File: config.mk
export PLATFORM = sky130hd
export DESIGN_NAME = vn4_blend
export DESIGN_NICKNAME = d
export VERILOG_FILES = /design/src/vn4_pkg.sv /design/src/vn4_blend.sv
export SDC_FILE = /design/constraint.sdc
export NUM_CORES = 1
export LEC_CHECK = 0
export ABC_AREA = 1
export BUFFER_PORTS_ARGS = -buffer_cell sky130_fd_sc_hd__buf_2
export CAP_MARGIN = 10
export CORE_UTILIZATION = 68
export DETAILED_ROUTE_END_ITERATION = 8
export GPL_TIMING_DRIVEN = 0
export PLACE_DENSITY = 0.86
export RECOVER_POWER = 50
export SYNTH_ARGS = -nofsm -noshare
export SYNTH_HDL_FRONTEND = slang
export SYNTH_SLANG_ARGS = --single-unit
export TNS_END_PERCENT = 30
File: constraint.sdc
create_clock -name clock -period 22.4 [get_ports clock]
set_clock_uncertainty 0.1 [all_clocks]
set_input_delay 2.24 -clock clock [delete_from_list [all_inputs] [get_ports clock]]
set_output_delay 2.24 -clock clock [all_outputs]
set_load 0.03 [all_outputs]
File: src/vn4_pkg.sv
// Package for the 4D value noise block: widths, opcodes, state codes and the
// structs passed between the walker, the blender and the top level.
// No dependencies.
package vn4_pkg;

   localparam int TABLE_SIZE = 256;
   localparam int FRAC_BITS  = 16;
   localparam int VALUE_BITS = 16;

   localparam int IDX_BITS   = $clog2(TABLE_SIZE);
   localparam int PERM_BITS  = 8;
   localparam int COORD_BITS = 32;
   localparam int NUM_LVL    = 4;
   localparam int LVL_BITS   = $clog2(NUM_LVL);
   localparam int BLV_BITS   = $clog2(NUM_LVL + 1);
   localparam int CNT_BITS   = NUM_LVL;
   localparam int DIFF_BITS  = VALUE_BITS + 1;
   localparam int PROD_BITS  = VALUE_BITS + FRAC_BITS + 2;

   localparam int REQ_DATA_BITS = 160;
   localparam int REQ_USER_BITS = 1;
   localparam int RSP_DATA_BITS = 16;

   localparam logic [LVL_BITS-1:0] LVL_LAST  = LVL_BITS'(NUM_LVL - 1);
   localparam logic [BLV_BITS-1:0] LVL_FINAL = BLV_BITS'(NUM_LVL);

   localparam logic OP_LOAD  = 1'b0;
   localparam logic OP_QUERY = 1'b1;

   typedef logic [IDX_BITS-1:0]          idx_type;
   typedef logic signed [VALUE_BITS-1:0] val_type;
   typedef logic [FRAC_BITS-1:0]         frac_type;
   typedef logic [PERM_BITS-1:0]         perm_type;

   typedef enum logic [1:0] {
      ST_IDLE,
      ST_RUN,
      ST_SEND
   } state_type;

   // base: hash levels, 0 = t, 1 = z, 2 = y, 3 = x
   // frac: blend levels, 0 = x, 1 = y, 2 = z, 3 = t
   typedef struct packed {
      logic [NUM_LVL-1:0][IDX_BITS-1:0]  base;
      logic [NUM_LVL-1:0][FRAC_BITS-1:0] frac;
   } query_type;

   typedef struct packed {
      logic     load;
      logic     start;
      idx_type  index;
      val_type  value;
      perm_type perm;
   } walk_ctl_type;

   typedef struct packed {
      logic                valid;
      logic [CNT_BITS-1:0] idx;
      val_type             value;
   } corner_type;

   typedef struct packed {
      logic    valid;
      val_type value;
   } result_type;

endpackage

File: src/vn4_blend.sv
// Quadrilinear blender: folds the corner stream pairwise through one shared
// two-stage lerp unit. Uses vn4_pkg.
module vn4_blend (
   input  logic                clock,
   input  logic                reset,
   input  vn4_pkg::corner_type corner,
   input  vn4_pkg::query_type  query,
   output vn4_pkg::result_type result
);
   import vn4_pkg::*;

   val_type                     pend_ff [NUM_LVL];
   val_type                     pend_in [NUM_LVL];

   logic                        s1_valid_ff, s1_valid_in;
   logic [BLV_BITS-1:0]         s1_lvl_ff, s1_lvl_in;
   logic [CNT_BITS-1:0]         s1_idx_ff, s1_idx_in;
   val_type                     s1_a_ff, s1_a_in;
   logic signed [PROD_BITS-1:0] s1_prod_ff, s1_prod_in;

   logic                        r_valid_ff, r_valid_in;
   logic [BLV_BITS-1:0]         r_lvl_ff, r_lvl_in;
   logic [CNT_BITS-1:0]         r_idx_ff, r_idx_in;
   val_type                     r_val_ff, r_val_in;

   logic                        r_live, r_launch, v_launch;
   logic [BLV_BITS-1:0]         op_lvl;
   logic [CNT_BITS-1:0]         op_idx;
   val_type                     op_a, op_b;
   frac_type                    op_w;
   logic signed [DIFF_BITS-1:0] diff;

   always_comb begin
      r_live   = r_valid_ff && (r_lvl_ff != LVL_FINAL);
      r_launch = r_live && r_idx_ff[0];
      v_launch = corner.valid && corner.idx[0];

      pend_in = pend_ff;
      if (corner.valid && !corner.idx[0]) begin
         pend_in[0] = corner.value;
      end
      if (r_live && !r_idx_ff[0]) begin
         pend_in[r_lvl_ff[LVL_BITS-1:0]] = r_val_ff;
      end

      if (r_launch) begin
         op_lvl = r_lvl_ff;
         op_idx = r_idx_ff;
         op_a   = pend_ff[r_lvl_ff[LVL_BITS-1:0]];
         op_b   = r_val_ff;
      end else begin
         op_lvl = '0;
         op_idx = corner.idx;
         op_a   = pend_ff[0];
         op_b   = corner.value;
      end
      op_w = query.frac[op_lvl[LVL_BITS-1:0]];
      diff = DIFF_BITS'(op_b) - DIFF_BITS'(op_a);

      s1_valid_in = r_launch || v_launch;
      s1_lvl_in   = op_lvl + 1'b1;
      s1_idx_in   = op_idx >> 1;
      s1_a_in     = op_a;
      s1_prod_in  = PROD_BITS'(diff) * PROD_BITS'($signed({1'b0, op_w}));

      r_valid_in = s1_valid_ff;
      r_lvl_in   = s1_lvl_ff;
      r_idx_in   = s1_idx_ff;
      r_val_in   = s1_a_ff + s1_prod_ff[FRAC_BITS +: VALUE_BITS];
   end

   always_ff @(posedge clock) begin
      if (reset) begin
         s1_valid_ff <= 1'b0;
         r_valid_ff  <= 1'b0;
      end else begin
         s1_valid_ff <= s1_valid_in;
         r_valid_ff  <= r_valid_in;
      end
      pend_ff    <= pend_in;
      s1_lvl_ff  <= s1_lvl_in;
      s1_idx_ff  <= s1_idx_in;
      s1_a_ff    <= s1_a_in;
      s1_prod_ff <= s1_prod_in;
      r_lvl_ff   <= r_lvl_in;
      r_idx_ff   <= r_idx_in;
      r_val_ff   <= r_val_in;
   end

   assign result.valid = r_valid_ff && (r_lvl_ff == LVL_FINAL);
   assign result.value = r_val_ff;

endmodule

==> flow_summary.toml <==
[critical_path]
arrival_ns = 10.75
r2r_slack_ns = 11.87
path_class = "flop to flop"
path_max_fanout = 10
startpoint_type = "flop"
critPathRequiredTime_ns = 22.63
max_stage_delay_ns = 0.79
end_kind = "flop"
slowest_stage = "o21ai_0"

[yosys]
ys.flop_type = "dfxtp_1"
yosysSeqAreaShare = 0.178
yosysMostFrequentCell = "nand2_1"
netlist_area_mm2 = 0.0169
syn_inst = 2112
synth_commonest_cells = "480 x nand2_1, 478 x inv_1, 261 x fa_1, 205 x nor2_1, 116 x ha_1"
synth_seq_cells = 126
synth_area_leaders = "fa_1 31%, nand2_1 11%, inv_1 11%, dfxtp_1 9.3%, ha_1 8.6%"
synth_edf_count = 48
async_reset_ff_frac = 0
synth_top_area_cell = "fa_1"
synth_top_area_share = 0.310
synth_area_per_cell_um2 = 7.99
ys.warnings.count = 0
synth_nets = 2608
ys_types = 50

[timing]
report.final.slew_viol_count = 17
layout_min_cycle_time_ns = 10.53
hold_slack_ns = 0.225
min_period_over_period = 0.470
fmax_ghz = 0.0950
hold_viol = 0
slew_headroom = -0.0628
setup_viol = 0
rsz0062_at_grt = "no"
tightestPinTransition_ns = 1.59
fin_tns_setup_ns = 0

[flow_run]
max-cap-violations = 1

[routing]
dr.pass1.iters = 6
post_drt_via_cell_ratio = 5.72
drtIter0Drc = 1749
wl_mm = 49.7
route.detailed.drc = 0
vias = 14708
wire_per_inst_um = 19.3
ant_nets = 0

[clock_network]
cts_max_path_buffers = 3
clock_latency_ns = 0.47
clkTransAtPathRegs_ns = 0.05
cts_tree = "built"
cts_resized = 0
ctsRootBufferMaster = "clkbuf_16"
ctsHtreeMaxLevel = 4
holdBufCountCts = 0
cts.sinks = 126
cts_setup_buffers = 0
cts_made_buffers = 25

[status]
violations = "capacitance limit, slew limit"
status = "complete, but fails checks"

[die]
rows = 57
die-area_mm2 = 0.0254
start_util = 0.694
die_height_um = 160
coreArea_mm2 = 0.0243
ioPinCount = 136
dieWidth_um = 160

[final_layout]
multi_input_area_mm2 = 0.0117
ff_latch_area_mm2 = 0.00300
final_cell_area_mm2 = 0.0184
area_growth_syn_to_layout_pct = 9.35
finalCoreUtilization = 0.759
fin_nets = 2737
nFillCells = 1818
drive_gt1_frac = 0.0979

[min_path]
hold_path_class = "flop to flop"

[global_routing]
grt_usage = 0.411
grt_max_degree = 17
grt_pass1_vias = 15470
grt_pass1_wl_mm = 80.0
overflow = 0
antenna_found_initial = 3

[placed_design]
dpl.hpwl_mm = 41.1
gp_congestion = 0.979
port-buffer-count = 102
post_dp_cell_area_mm2 = 0.0178
critical path, delay by kind of cell (launching register included):
kind | cells | cell delay, ns
buffers and inverters | 13 | 2.27
AOI/OAI and AO/OA | 4 | 1.17
and+or+nand+nor | 17 | 2.56
xor gates and xnor gates | 1 | 0.26
adders and majority gates | 8 | 3.72
DFF | 1 | 0.30
stage by stage:
stage          worst slack (ns)  cells
3_3_place_gp              12.10   2538
3_5_place_dp              12.03   2538
5_1_grt                   11.39   2571
4_1_cts                   12.37   2571
2_1_floorplan             13.66   2112
6_report                  11.87   2572
routing by layer:
| metal | track usage | routed length (um) |
|---|---|---|
| met5 | 0 | 0 |
| met4 | 0.209 | 2880 |
| met3 | 0.0724 | 4690 |
| met2 | 0.705 | 24100 |
| met1 | 0.498 | 18000 |
logic make-up after synthesis:
logic type,Yosys count,share of synthesized area
AOI/OAI and AO/OA,183,0.0638
xor gates and xnor gates,54,0.0303
adders and majority gates,377,0.396
buffers and inverters,546,0.130
DFF,126,0.178
muxes,1,0.000593
and+or+nand+nor,825,0.202
cell usage in the layout, fill, tap and decap left out, types with 17 or more instances in the layout:
| cell | Yosys | routed |
|---|---|---|
| fa_1 | 261 | 261 |
| inv_1 | 478 | 478 |
| nand3_1 | 86 | 86 |
| ha_1 | 116 | 116 |
| a31oi_1 | 22 | 22 |
| nand2_1 | 480 | 481 |
| nor2_1 | 205 | 203 |
| buf_2 | 16 | 116 |
| xor2_1 | 35 | 35 |
| o21ai_0 | 27 | 27 |
| o22ai_1 | 17 | 17 |
| dfxtp_1 | 78 | 78 |
| clkbuf_16 | 0 | 25 |
| edfxtp_1 | 48 | 48 |
| clkbuf_1 | 10 | 18 |
| inv_2 | 17 | 17 |
| a21oi_1 | 78 | 78 |
worst paths after layout:
kind	start	to	cells after the start
worst max-delay path	r_lvl_ff[0]	s1_prod_ff[31]	43
worst min-delay path	r_lvl_in[2]	r_lvl_ff[2]	0
worst max register to register	r_lvl_ff[0]	s1_prod_ff[31]	43
worst min register to register	r_lvl_in[2]	r_lvl_ff[2]	0
layout make-up:
class	count	area share
Antenna cell	1	0.000136
Clock inverter	5	0.00271
Buffer	48	0.0161
Tap cell	324	0.0220
Sequential cell	126	0.163
Clock buffer	28	0.0345
Timing Repair Buffer	102	0.0276
Inverter	498	0.101
Multi-Input combinational cell	1440	0.633
Power is left out: the tool's default activity adds up to more than one toggle a clock period on the data nets, which glitch-free logic cannot reach.
